**config.mk**
```make
export PLATFORM = sky130hd
export DESIGN_NAME = preemptive_priority_scheduler_aging_core
export DESIGN_NICKNAME = d
export VERILOG_FILES = /design/src/rtl/ppsa_pkg.sv /design/src/rtl/preemptive_priority_scheduler_aging_core.sv /design/src/rtl/ppsa_ctrl.sv /design/src/rtl/ppsa_datapath.sv
export SDC_FILE = /design/constraint.sdc
export NUM_CORES = 2
export LEC_CHECK = 0
export ABC_CLOCK_PERIOD_IN_PS = 5350
export BUFFER_PORTS_ARGS = -buffer_cell sky130_fd_sc_hd__buf_2
export CAP_MARGIN = 15
export CORE_MARGIN = 2
export CORE_UTILIZATION = 56
export CTS_CLUSTER_DIAMETER = 80
export CTS_CLUSTER_SIZE = 8
export DETAILED_ROUTE_END_ITERATION = 8
export PLACE_DENSITY_LB_ADDON = 0.25
export SLEW_MARGIN = 10
export SYNTH_ARGS = -nofsm -noshare
export SYNTH_HDL_FRONTEND = slang
export SYNTH_SLANG_ARGS = --single-unit
```
**constraint.sdc**
```tcl
create_clock -name i_clk -period 5.35 [get_ports i_clk]
set_input_delay 1.605 -clock i_clk [delete_from_list [all_inputs] [get_ports i_clk]]
set_output_delay 1.605 -clock i_clk [all_outputs]
set_load 0.05 [all_outputs]
```
**src/rtl/ppsa_pkg.sv**
```systemverilog
// Shared types and constants of the priority scheduler with aging.
// Used by the controller, the datapath and the top level; no dependencies.
package ppsa_pkg;

    // Default sizing of the slot table and the time counter
    localparam int MAX_TASKS_DEF = 16;
    localparam int TIME_BITS_DEF = 16;

    // Fixed field widths of the item ports
    localparam int SLOT_BITS = 4;
    localparam int FIELD_BITS = 16;
    localparam int PRIO_BITS = 8;
    localparam int CNT_BITS = 5;
    localparam int SUM_BITS = 32;

    // Selections before one step of aging
    localparam logic [1:0] AGING_LIMIT = 2'd2;

    // Item action codes
    localparam logic ACT_LOAD = 1'b0;
    localparam logic ACT_TICK = 1'b1;

    // One task slot as held in the table memory
    typedef struct packed {
        logic [FIELD_BITS-1:0] arrival;
        logic [FIELD_BITS-1:0] remaining;
        logic [FIELD_BITS-1:0] original;
        logic [PRIO_BITS-1:0]  priority_lvl;
        logic [1:0]            sel_count;
    } t_entry;

    // Commands from the controller to the datapath
    typedef struct packed {
        logic load;        // load transfer accepted this cycle
        logic tick_start;  // tick transfer accepted this cycle
        logic scan;        // issue a table read at the scan index
        logic update;      // write back the pick and advance time
        logic finish;      // fold completion into the counters
        logic emit;        // load the output register
    } t_cmd;

    // Status from the datapath to the controller
    typedef struct packed {
        logic scan_last;   // scan index points at the last slot
    } t_stat;

endpackage

```
**src/rtl/preemptive_priority_scheduler_aging_core.sv**
```systemverilog
// Top level of the preemptive priority scheduler with aging.
// Joins ppsa_ctrl and ppsa_datapath; depends on ppsa_pkg.
//
//  Channel   Handshake                 Payload
//  input     i_in_valid / o_in_ready   i_action, i_slot, i_arrival, i_run_length,
//                                      i_start_priority
//  output    o_out_valid / i_out_ready o_chosen_*, o_start_time, o_finished,
//                                      o_turnaround, o_waiting, o_all_done, o_total_*
//  config    i_cfg_we                  i_cfg_wdata (processes in use)
//
// A load result goes to the emit step straight after its transfer in; a tick
// result first runs the scan, which reads one table slot per cycle through the
// single memory read port, then the flush, update and finish steps.
// One item is in work at a time; o_in_ready is high only while idle.
// The output register holds a result until taken; a new result waits in the
// emit step while the previous one is still held.
// Reset is synchronous, active low, and clears control state and counters.
module preemptive_priority_scheduler_aging_core
    import ppsa_pkg::*;
#(
    parameter int MAX_TASKS = MAX_TASKS_DEF,
    parameter int TIME_BITS = TIME_BITS_DEF
) (
    input  logic                  i_clk,
    input  logic                  i_rst_n,
    input  logic                  i_in_valid,
    output logic                  o_in_ready,
    input  logic                  i_action,
    input  logic [SLOT_BITS-1:0]  i_slot,
    input  logic [FIELD_BITS-1:0] i_arrival,
    input  logic [FIELD_BITS-1:0] i_run_length,
    input  logic [PRIO_BITS-1:0]  i_start_priority,
    output logic                  o_out_valid,
    input  logic                  i_out_ready,
    output logic                  o_chosen_valid,
    output logic [SLOT_BITS-1:0]  o_chosen_slot,
    output logic [PRIO_BITS-1:0]  o_chosen_priority,
    output logic [FIELD_BITS-1:0] o_start_time,
    output logic                  o_finished,
    output logic [FIELD_BITS-1:0] o_turnaround,
    output logic [FIELD_BITS-1:0] o_waiting,
    output logic                  o_all_done,
    output logic [SUM_BITS-1:0]   o_total_turnaround,
    output logic [SUM_BITS-1:0]   o_total_waiting,
    input  logic                  i_cfg_we,
    input  logic [CNT_BITS-1:0]   i_cfg_wdata
);

    t_cmd  cmd;
    t_stat stat;

    // Sequencing
    ppsa_ctrl u_ctrl (
        .i_clk       (i_clk),
        .i_rst_n     (i_rst_n),
        .i_in_valid  (i_in_valid),
        .o_in_ready  (o_in_ready),
        .i_action    (i_action),
        .o_out_valid (o_out_valid),
        .i_out_ready (i_out_ready),
        .i_stat      (stat),
        .o_cmd       (cmd)
    );

    // Table, arithmetic and output register
    ppsa_datapath #(
        .MAX_TASKS (MAX_TASKS),
        .TIME_BITS (TIME_BITS)
    ) u_dp (
        .i_clk              (i_clk),
        .i_rst_n            (i_rst_n),
        .i_cmd              (cmd),
        .o_stat             (stat),
        .i_cfg_we           (i_cfg_we),
        .i_cfg_wdata        (i_cfg_wdata),
        .i_slot             (i_slot),
        .i_arrival          (i_arrival),
        .i_run_length       (i_run_length),
        .i_start_priority   (i_start_priority),
        .o_chosen_valid     (o_chosen_valid),
        .o_chosen_slot      (o_chosen_slot),
        .o_chosen_priority  (o_chosen_priority),
        .o_start_time       (o_start_time),
        .o_finished         (o_finished),
        .o_turnaround       (o_turnaround),
        .o_waiting          (o_waiting),
        .o_all_done         (o_all_done),
        .o_total_turnaround (o_total_turnaround),
        .o_total_waiting    (o_total_waiting)
    );

endmodule

```
**src/rtl/ppsa_ctrl.sv**
```systemverilog
// Sequencing controller of the priority scheduler: accept, scan, update, emit.
// Depends on ppsa_pkg for the command and status structs.
module ppsa_ctrl
    import ppsa_pkg::*;
(
    input  logic  i_clk,
    input  logic  i_rst_n,
    input  logic  i_in_valid,
    output logic  o_in_ready,
    input  logic  i_action,
    output logic  o_out_valid,
    input  logic  i_out_ready,
    input  t_stat i_stat,
    output t_cmd  o_cmd
);

    typedef enum logic [2:0] {
        ST_IDLE,
        ST_SCAN,
        ST_FLUSH,
        ST_UPDATE,
        ST_FINISH,
        ST_EMIT
    } t_state;

    t_state r_state, n_state;
    logic   r_out_valid, n_out_valid;
    logic   accept;
    logic   emit_ok;

    assign o_in_ready  = (r_state == ST_IDLE);
    assign accept      = i_in_valid && o_in_ready;
    assign emit_ok     = (r_state == ST_EMIT) && (!r_out_valid || i_out_ready);
    assign o_out_valid = r_out_valid;

    // Decode commands from the current state
    always_comb begin
        o_cmd            = '0;
        o_cmd.load       = accept && (i_action == ACT_LOAD);
        o_cmd.tick_start = accept && (i_action == ACT_TICK);
        o_cmd.scan       = (r_state == ST_SCAN);
        o_cmd.update     = (r_state == ST_UPDATE);
        o_cmd.finish     = (r_state == ST_FINISH);
        o_cmd.emit       = emit_ok;
    end

    // Next state and output valid
    always_comb begin
        n_state     = r_state;
        n_out_valid = r_out_valid;
        if (r_out_valid && i_out_ready) begin
            n_out_valid = 1'b0;
        end
        case (r_state)
            ST_IDLE: begin
                if (accept) begin
                    n_state = (i_action == ACT_TICK) ? ST_SCAN : ST_EMIT;
                end
            end
            ST_SCAN: begin
                if (i_stat.scan_last) begin
                    n_state = ST_FLUSH;
                end
            end
            ST_FLUSH:  n_state = ST_UPDATE;
            ST_UPDATE: n_state = ST_FINISH;
            ST_FINISH: n_state = ST_EMIT;
            ST_EMIT: begin
                if (emit_ok) begin
                    n_out_valid = 1'b1;
                    n_state     = ST_IDLE;
                end
            end
            default: n_state = ST_IDLE;
        endcase
    end

    // Hold state and the output valid flag
    always_ff @(posedge i_clk) begin
        if (!i_rst_n) begin
            r_state     <= ST_IDLE;
            r_out_valid <= 1'b0;
        end else begin
            r_state     <= n_state;
            r_out_valid <= n_out_valid;
        end
    end

endmodule

```
**src/rtl/ppsa_datapath.sv**
```systemverilog
// Datapath of the priority scheduler: slot table memory, scan compare,
// aging and completion arithmetic, counters and the output register.
// Depends on ppsa_pkg for the entry type and the command/status structs.
module ppsa_datapath
    import ppsa_pkg::*;
#(
    parameter int MAX_TASKS = MAX_TASKS_DEF,
    parameter int TIME_BITS = TIME_BITS_DEF
) (
    input  logic                  i_clk,
    input  logic                  i_rst_n,
    input  t_cmd                  i_cmd,
    output t_stat                 o_stat,
    input  logic                  i_cfg_we,
    input  logic [CNT_BITS-1:0]   i_cfg_wdata,
    input  logic [SLOT_BITS-1:0]  i_slot,
    input  logic [FIELD_BITS-1:0] i_arrival,
    input  logic [FIELD_BITS-1:0] i_run_length,
    input  logic [PRIO_BITS-1:0]  i_start_priority,
    output logic                  o_chosen_valid,
    output logic [SLOT_BITS-1:0]  o_chosen_slot,
    output logic [PRIO_BITS-1:0]  o_chosen_priority,
    output logic [FIELD_BITS-1:0] o_start_time,
    output logic                  o_finished,
    output logic [FIELD_BITS-1:0] o_turnaround,
    output logic [FIELD_BITS-1:0] o_waiting,
    output logic                  o_all_done,
    output logic [SUM_BITS-1:0]   o_total_turnaround,
    output logic [SUM_BITS-1:0]   o_total_waiting
);

    localparam int SLOT_W = $clog2(MAX_TASKS);
    localparam int CW     = (TIME_BITS > FIELD_BITS) ? TIME_BITS : FIELD_BITS;
    localparam logic [CW-1:0] SAT16 = CW'({FIELD_BITS{1'b1}});

    // Slot table and per-slot loaded flags
    t_entry               r_mem [MAX_TASKS];
    logic [MAX_TASKS-1:0] r_loaded;

    // Scan pipeline
    logic [SLOT_W-1:0]    r_idx;
    t_entry               r_rd_data;
    logic                 r_rd_loaded;
    logic                 r_rd_live;
    logic [SLOT_W-1:0]    r_rd_idx;

    // Best candidate so far
    logic                 r_found;
    t_entry               r_best;
    logic [SLOT_W-1:0]    r_best_idx;

    // Scheduler state
    logic [TIME_BITS-1:0] r_time;
    logic [CNT_BITS-1:0]  r_done_cnt;
    logic [SUM_BITS-1:0]  r_sum_ta;
    logic [SUM_BITS-1:0]  r_sum_wt;
    logic [CNT_BITS-1:0]  r_piu;

    // Result of the item in flight
    logic                  r_res_chosen;
    logic [SLOT_BITS-1:0]  r_res_slot;
    logic [PRIO_BITS-1:0]  r_res_prio;
    logic [FIELD_BITS-1:0] r_res_start;
    logic                  r_res_fin;
    logic [FIELD_BITS-1:0] r_res_ta;
    logic [FIELD_BITS-1:0] r_res_wt;

    logic                  slot_ok;
    t_entry                load_entry;
    t_entry                aged_entry;
    logic                  cand_ready;
    logic                  cand_better;
    logic [TIME_BITS-1:0]  time_next;
    logic [CW-1:0]         time_ext;
    logic [CW-1:0]         done_at;
    logic [CW-1:0]         ta_raw;
    logic [CW-1:0]         wt_raw;
    logic [FIELD_BITS-1:0] ta_sat;
    logic [FIELD_BITS-1:0] wt_sat;
    logic [FIELD_BITS-1:0] start_sat;
    logic [SUM_BITS:0]     sum_ta_wide;
    logic [SUM_BITS:0]     sum_wt_wide;

    assign slot_ok = (int'(i_slot) < MAX_TASKS);
    assign o_stat.scan_last = (r_idx == SLOT_W'(MAX_TASKS - 1));

    // Build the entry written by a load
    always_comb begin
        load_entry.arrival      = i_arrival;
        load_entry.remaining    = i_run_length;
        load_entry.original     = i_run_length;
        load_entry.priority_lvl = i_start_priority;
        load_entry.sel_count    = 2'd0;
    end

    // Age the pick: one unit of work done, priority drops every third run
    always_comb begin
        aged_entry           = r_best;
        aged_entry.remaining = r_best.remaining - FIELD_BITS'(1);
        if (r_best.sel_count < AGING_LIMIT) begin
            aged_entry.sel_count = r_best.sel_count + 2'd1;
        end else begin
            aged_entry.sel_count = 2'd0;
            if (r_best.priority_lvl != '0) begin
                aged_entry.priority_lvl = r_best.priority_lvl - PRIO_BITS'(1);
            end
        end
    end

    // Compare the slot just read against the best so far
    always_comb begin
        cand_ready  = r_rd_live && r_rd_loaded && (r_rd_data.remaining != '0) &&
                      (CW'(r_rd_data.arrival) <= CW'(r_time));
        cand_better = !r_found ||
                      (r_rd_data.priority_lvl > r_best.priority_lvl) ||
                      ((r_rd_data.priority_lvl == r_best.priority_lvl) &&
                       (r_rd_data.arrival < r_best.arrival));
    end

    // Time and completion arithmetic
    always_comb begin
        time_next = (r_time == '1) ? r_time : r_time + TIME_BITS'(1);
        time_ext  = CW'(r_time);
        done_at   = CW'(time_next);
        ta_raw    = done_at - CW'(r_best.arrival);
        wt_raw    = (ta_raw > CW'(r_best.original)) ? ta_raw - CW'(r_best.original) : '0;
        ta_sat    = (ta_raw > SAT16) ? '1 : ta_raw[FIELD_BITS-1:0];
        wt_sat    = (wt_raw > SAT16) ? '1 : wt_raw[FIELD_BITS-1:0];
        start_sat = (time_ext > SAT16) ? '1 : time_ext[FIELD_BITS-1:0];
        sum_ta_wide = {1'b0, r_sum_ta} + (SUM_BITS + 1)'(r_res_ta);
        sum_wt_wide = {1'b0, r_sum_wt} + (SUM_BITS + 1)'(r_res_wt);
    end

    // Table memory: one write port, one registered read port
    always_ff @(posedge i_clk) begin
        if (i_cmd.load && slot_ok) begin
            r_mem[SLOT_W'(i_slot)] <= load_entry;
        end else if (i_cmd.update && r_found) begin
            r_mem[r_best_idx] <= aged_entry;
        end
        r_rd_data <= r_mem[r_idx];
        r_rd_idx  <= r_idx;
    end

    // Control state: loaded flags, scan pipeline, counters, configuration
    always_ff @(posedge i_clk) begin
        if (!i_rst_n) begin
            r_loaded    <= '0;
            r_idx       <= '0;
            r_rd_loaded <= 1'b0;
            r_rd_live   <= 1'b0;
            r_found     <= 1'b0;
            r_time      <= '0;
            r_done_cnt  <= '0;
            r_sum_ta    <= '0;
            r_sum_wt    <= '0;
            r_piu       <= '0;
        end else begin
            if (i_cfg_we) begin
                r_piu <= i_cfg_wdata;
            end
            if (i_cmd.load && slot_ok) begin
                r_loaded[SLOT_W'(i_slot)] <= 1'b1;
            end
            // Advance the scan index and track the read stage
            if (i_cmd.tick_start) begin
                r_idx <= '0;
            end else if (i_cmd.scan) begin
                r_idx <= r_idx + SLOT_W'(1);
            end
            r_rd_live   <= i_cmd.scan;
            r_rd_loaded <= r_loaded[r_idx];
            if (i_cmd.tick_start) begin
                r_found <= 1'b0;
            end else if (cand_ready && cand_better) begin
                r_found <= 1'b1;
            end
            if (i_cmd.update) begin
                r_time <= time_next;
            end
            // Fold a completion into the saturating counters
            if (i_cmd.finish && r_res_fin) begin
                if (r_done_cnt != '1) begin
                    r_done_cnt <= r_done_cnt + CNT_BITS'(1);
                end
                r_sum_ta <= sum_ta_wide[SUM_BITS] ? '1 : sum_ta_wide[SUM_BITS-1:0];
                r_sum_wt <= sum_wt_wide[SUM_BITS] ? '1 : sum_wt_wide[SUM_BITS-1:0];
            end
        end
    end

    // Capture the best candidate
    always_ff @(posedge i_clk) begin
        if (cand_ready && cand_better) begin
            r_best     <= r_rd_data;
            r_best_idx <= r_rd_idx;
        end
    end

    // Result of the item in flight: cleared at accept, filled at update
    always_ff @(posedge i_clk) begin
        if (i_cmd.load || i_cmd.tick_start) begin
            r_res_chosen <= 1'b0;
            r_res_slot   <= '0;
            r_res_prio   <= '0;
            r_res_start  <= '0;
            r_res_fin    <= 1'b0;
            r_res_ta     <= '0;
            r_res_wt     <= '0;
        end else if (i_cmd.update && r_found) begin
            r_res_chosen <= 1'b1;
            r_res_slot   <= SLOT_BITS'(r_best_idx);
            r_res_prio   <= r_best.priority_lvl;
            r_res_start  <= start_sat;
            if (r_best.remaining == FIELD_BITS'(1)) begin
                r_res_fin <= 1'b1;
                r_res_ta  <= ta_sat;
                r_res_wt  <= wt_sat;
            end
        end
    end

    // Output register
    always_ff @(posedge i_clk) begin
        if (i_cmd.emit) begin
            o_chosen_valid     <= r_res_chosen;
            o_chosen_slot      <= r_res_slot;
            o_chosen_priority  <= r_res_prio;
            o_start_time       <= r_res_start;
            o_finished         <= r_res_fin;
            o_turnaround       <= r_res_ta;
            o_waiting          <= r_res_wt;
            o_all_done         <= (r_done_cnt >= r_piu);
            o_total_turnaround <= r_sum_ta;
            o_total_waiting    <= r_sum_wt;
        end
    end

endmodule

```
### Word level (Yosys, flattened, before mapping)

Memory sizes are Yosys's and may differ from the RTL's. A register that Yosys moved wholly into a read port is not among the register bits.
Cells that the tools add are included.

* add/sub/neg operators: 10
* magnitude comparators: 12
* equal/unequal tests: 13
* muxes and demuxes: 30
* bitwise gates (word level): 3
* reduce and logical (&&, ||, !) cells: 27

Operators by type and width (count)
* $mux 16: 5
* $add 32x16->33: 2
* $mux 32: 2
* $mux 58: 1
* $reduce_or 58->1: 1
* $gt 16x16->1 const B: 3
* $sub 16x16->16: 2
* $pmux 3 s6: 1
* $add 16x1->16 const B: 1
* $eq 16x1->1 const B: 1
* $eq 16x16->1 const B: 1
* $gt 16x16->1: 1
* $le 16x16->1: 1
* $lt 16x16->1: 1
* $mux 8: 2
* $or 16x16->16: 1
* $reduce_bool 16->1: 1
* $sub 16x1->16 const B: 1
* $logic_and 1x1->1: 13
* $mux 3: 4
* $mux 1: 11
* $lt 4x5->1 const B: 2
* $eq 8x8->1: 1
* $gt 8x8->1: 1
* 26 further kinds: 35

* register bits: 372
* RAM bits: 928
* bits of input ports: 55
* output and inout bits: 129
* word-level logic and storage cells: 132
* memories: 1

Memory list
* u_dp.r_mem: words 16, width 58, read ports 1, clocked after Yosys merged registers in 1, wr ports 1, RTL line ppsa_datapath.sv:37 `t_entry r_mem [MAX_TASKS];`

### Depth between registers and ports, before layout

* word-level depth: 7
* depth in mapped cells: 24
* mapped depth without buffers: 22

### Cells and area by module

Synthesis repeated with hierarchy kept, for this count alone.

* cells, all modules: 3186
* area, all modules: 54215.7 um^2

By module, submodules not included
* ppsa_datapath: times used 1, cells an instance 3154, area an instance 53954.2 um^2, seq. area each 38286.7 um^2
* ppsa_ctrl: times used 1, cells an instance 32, area an instance 261.5 um^2, seq. area each 80.1 um^2

### Worst setup path after synthesis

Ideal clock, no wire load.

* path kind: register to register
* from: register u_ctrl.r_state[2]
* to: memory u_dp.r_mem[2][0] (netlist bit), enable pin
* library setup time: 0.474 ns
* arrival time: 4.941 ns
* required time: 4.876 ns
* setup slack: -0.065 ns
* stages on the path, launching flop included: 8
* buffers on the path: 1
* period minus slack after synthesis: 5.415 ns
* cells stage by stage: dfxtp_1 clkbuf_1 nor3_1 nand2_1 nor2_1 nand3b_1 a21boi_1 nor2_1

* word-level cells in the longest chain between the ends: 7
* elaborated cells on any way between the ends: 13
* classes of those cells: 1 x eq/ne; 7 x mux; 5 x reduce/logical

RTL lines
* start, declared: RTL line ppsa_ctrl.sv:26 `t_state r_state, n_state;`
* start signal, assigned: RTL line ppsa_ctrl.sv:84 `r_state <= n_state;`
* $logic_not 3->1 *: RTL line ppsa_ctrl.sv:31 `assign o_in_ready = (r_state == ST_IDLE);`
* via o_in_ready: RTL line preemptive_priority_scheduler_aging_core.sv:27 `output logic o_in_ready,`
* $logic_and 1x1->1 *: RTL line ppsa_ctrl.sv:32 `assign accept = i_in_valid && o_in_ready;`
* $logic_and 1x1->1 *: RTL line ppsa_ctrl.sv:39 `o_cmd.load = accept && (i_action == ACT_LOAD);`
* $mux 1: RTL line ppsa_datapath.sv:136 `if (i_cmd.load && slot_ok) begin`
* $mux 1 (not written as such): RTL line ppsa_datapath.sv:139 `r_mem[r_best_idx] <= aged_entry;`
* $reduce_or 58->1 (no line)
* $mux 4 (no line) or $mux 1 (tied branches)
* end, declared: RTL line ppsa_datapath.sv:37

The timed path passes the listed nets; every way through them passes the cells marked *.

### Worst setup path after layout

* from: register u_dp.r_time[5]
* to: register u_dp.r_res_wt[15]

* word-level cells in the longest chain between the ends: 7
* elaborated cells on any way between the ends: 9
* classes of those cells: 3 x add/sub; 2 x order compare; 1 x eq/ne; 3 x mux

RTL lines
* start, declared: RTL line ppsa_datapath.sv:53 `logic [TIME_BITS-1:0] r_time;`
* start signal, assigned: RTL line ppsa_datapath.sv:179 `r_time <= time_next;`
* $add 16x1->16 or $eq 16x16->1 (tied branches): RTL line ppsa_datapath.sv:122 `time_next = (r_time == '1) ? r_time : r_time + TIME_BITS'(1);`
* $mux 16 *: RTL line ppsa_datapath.sv:122
* $sub 16x16->16 *: RTL line ppsa_datapath.sv:125 `ta_raw = done_at - CW'(r_best.arrival);`
* $sub 16x16->16 or $gt 16x16->1 (tied branches): RTL line ppsa_datapath.sv:126 `wt_raw = (ta_raw > CW'(r_best.original)) ? ta_raw - CW'(r_best.original) : '0;`
* $mux 16 *: RTL line ppsa_datapath.sv:126
* $gt 16x16->1: RTL line ppsa_datapath.sv:128 `wt_sat = (wt_raw > SAT16) ? '1 : wt_raw[FIELD_BITS-1:0];`
* $mux 16 *: RTL line ppsa_datapath.sv:128
* end signal, assigned: RTL line ppsa_datapath.sv:218 `r_res_wt <= wt_sat;`
* end, declared: RTL line ppsa_datapath.sv:66 `logic [FIELD_BITS-1:0] r_res_wt;`

Mark *: on every way between the ends. The rest lies on a longest branch, timed or not.
A chain may end at the register's enable or synchronous reset.

==> results.tsv <==
metric	value	unit
status	finished, final reports clean	
period_share	94.8	%
crit_path_end_kind	flip-flop	
dieWidth	316	µm
synth-edff-count	1117	
synth_cell_types	94	
synth_area_per_cell	17.0	µm²
rows	114	
routed-via-count	31100	
seq_area_frac_synth	70.3	%
synth_seq_cells	1358	
worstPathArrival	5.77	ns
core	96600	µm²
tns	0	ns
max-vdd-ir-drop	0.325	mV
grt_setup_unrepaired	yes	
root_buffer	clkbuf_16	
synth.area.top_cells	edfxtp_1 61%, mux4_2 12%, dfxtp_1 8.8%, ha_1 2.6%, nand2_1 1.4%	
layout_min_cycle_time	5.07	ns
cp_cell_sequence	nand4_2 > nor4_4 > nand2_2 > xnor2_1 > ha_1 > fa_1 > nand2b_1 > a211oi_2 > o221ai_2 > a21oi_2 > a41oi_2 > xnor2_1 > ha_1 > nand4_1 > o31a_1 > a211oi_4 > buf_6 > nand4_1 > nand3b_1	
hold_viol	0	
overflow	0	
cts_tree	done	
hp-class	flip-flop to flip-flop	
wire_per_inst	26.7	µm
p_leak	21.5	nW
grt_max_degree	98	
die_y	316	µm
clkSinkCount	1358	
clkPwrFrac	46.2	%
critPathSlowestCell	dfxtp_1	
synthTopCellsByCount	1117 x edfxtp_1, 295 x mux4_2, 241 x dfxtp_1	
dpl.hpwl	79.0	mm
finalClockSkew	0.0343	ns
crit_required	6.05	ns
async_reset_ff_share	0	%
drive_above_1_share	23.4	%
p_sw	0.00491	W
io_pins	184	
synth_area	54600	µm²
fmax	197	MHz
synthFlopType	edfxtp_1	
p_sw_share	20.9	%
setup_viol	0	
power_frac_comb	4.3	%
grt_antenna_before_repair	6	
p_seq_share	49.5	%
cts_made_buffers	187	
power.density	371	nW/µm²
drc_errors	0	
synthToLayoutAreaGrowth	16.2	%
clockBufferDepth	3	
place.gp.congestion	0.900	
clk_latency	0.78	ns
synthCells	3215	
crit_path_max_fanout	14	
fillers	6453	
grtUsageTotal	27.1	%
grt_pass1_wl	199	mm
post-route-util	65.7	%
final_nets	3733	
dieArea	100000	µm²
synth_top_area_share	61.5	%
criticalPathCategory	flip-flop to flip-flop	
synth_top_area_cell	edfxtp_1	
firstDrtPassIters	7	
synth.most_common_cell	edfxtp_1	
p_int	0.0186	W
grt_pass1_vias	31400	
cpPeakStageDelay	0.43	ns
ctsHoldBuffers	0	
start_kind	flip-flop	
ctsHtreeMaxLevel	4	
initial_utilization	56.5	%
io_buffers	183	
maxSlewHeadroom	29.9	%
worst_slew_pin_slew	1.05	ns
clk_pin_slew	0.06	ns
slew_violations	0	
syn_nets	3389	
routed_via_density	6.23	
drt-initial-drc-count	3531	
cap_violations	0	
ant_nets	0	
yosysWarnings	0	
drt_wl_total	133	mm
critical path, delay by kind of cell (launching register included):
kind | cells | cell delay, ns
buf+inv | 1 | 0.21
fa+ha+maj | 3 | 1.04
simple gates | 7 | 1.38
compound gates | 6 | 1.56
flops | 1 | 0.43
xor+xnor | 2 | 0.39
flip-flops by register name, indices dropped and copies added, names as in the netlist, 26 cells and up:
| name | cells |
|---|---|
| u_dp.r_sum_wt | 32 |
| u_dp.r_rd_data | 58 |
| u_dp.r_sum_ta | 32 |
| u_dp.aged_entry | 32 |
| u_dp.r_best | 26 |
| u_dp.o_total_turnaround | 32 |
| u_dp.o_total_waiting | 32 |
| u_dp.r_mem | 928 |
placed cells by master, fill, tap and decap left out, types with 59 or more instances in the layout:
| cell | n |
|---|---|
| edfxtp_1 | 1117 |
| a21oi_1 | 138 |
| nor2_1 | 156 |
| clkbuf_16 | 188 |
| buf_4 | 77 |
| mux4_2 | 295 |
| dfxtp_1 | 237 |
| nand2_1 | 201 |
| xnor2_1 | 59 |
| o21ai_0 | 103 |
| ha_1 | 115 |
| clkbuf_1 | 138 |
| buf_2 | 187 |
| inv_1 | 87 |
stage by stage:
step	setup WS, ns	total power (W)	hold slack, ns	instance area, µm²	std cells
after floorplan	-0.0606	0.0126	0.329	54600	3215
after global placement	0.156	0.0128	0.387	57800	4634
after detailed placement	0.0725	0.0129	0.389	57800	4638
after CTS	0.0368	0.0237	0.392	63200	4978
after global routing	-0.0789	0.0242	0.403	63400	4986
final	0.280	0.0235	0.393	63400	4987
layout make-up:
| cell class | instances | area (µm²) | share of cell area, % |
|---|---|---|---|
| tap | 1276 | 1600 | 2.52 |
| clock inverter | 13 | 184 | 0.290 |
| multi-input combinational | 1626 | 15500 | 24.5 |
| clock buffer | 327 | 5240 | 8.26 |
| inverter | 90 | 338 | 0.533 |
| timing repair buffer | 296 | 2150 | 3.38 |
| antenna | 1 | 2.50 | 0.00395 |
| sequential | 1358 | 38400 | 60.5 |
path summary, 6_finish.rpt:
path	startpoint	end	slack, ns	depth (start not counted)
min reg2reg	u_dp.r_rd_idx[0]$_DFF_P_	u_dp.r_best_idx[0]$_DFFE_PP_	0.39	0
max reg2reg	u_dp.r_time[5]$_SDFFE_PN0N_	u_dp.r_res_wt[15]$_SDFFE_PP0P_	0.28	19
max	u_dp.r_time[5]$_SDFFE_PN0N_	u_dp.r_res_wt[15]$_SDFFE_PP0P_	0.28	19
min	u_dp.r_rd_idx[0]$_DFF_P_	u_dp.r_best_idx[0]$_DFFE_PP_	0.39	0
power by group through the flow:
stage	clock network (W)	logic [W]	registers [W]
CTS	0.0110	0.00102	0.0116
detailed placement	0	0.00101	0.0118
floorplan	0	0.000718	0.0118
global placement	0	0.000983	0.0118
global route	0.0115	0.00109	0.0116
finish	0.0109	0.00101	0.0116
repair_timing:
item                                    CTS  global route
endpoints found under the setup margin    0            16
resized for setup                         0            18
setup buffers                             0             1
metal layers:
layer	track usage, %	routed length, µm	up-vias
met4	7.67	2830	4
met1	37.5	53500	16000
met2	44.8	66300	1422
li1	-	-	13500
met5	0	23	-
met3	4.85	10400	216
logic make-up after synthesis:
| kind of cell | share of synthesized area (%) |
|---|---|
| AO/OA/AOI/OAI | 5.79 |
| XOR/XNOR | 1.49 |
| adder cells (fa/ha/maj) | 2.78 |
| buffers and inverters | 1.71 |
| flip-flops | 70.3 |
| multiplexers | 12.4 |
| AND/OR/NAND/NOR | 5.51 |
Power figures use the tool's default switching activity.
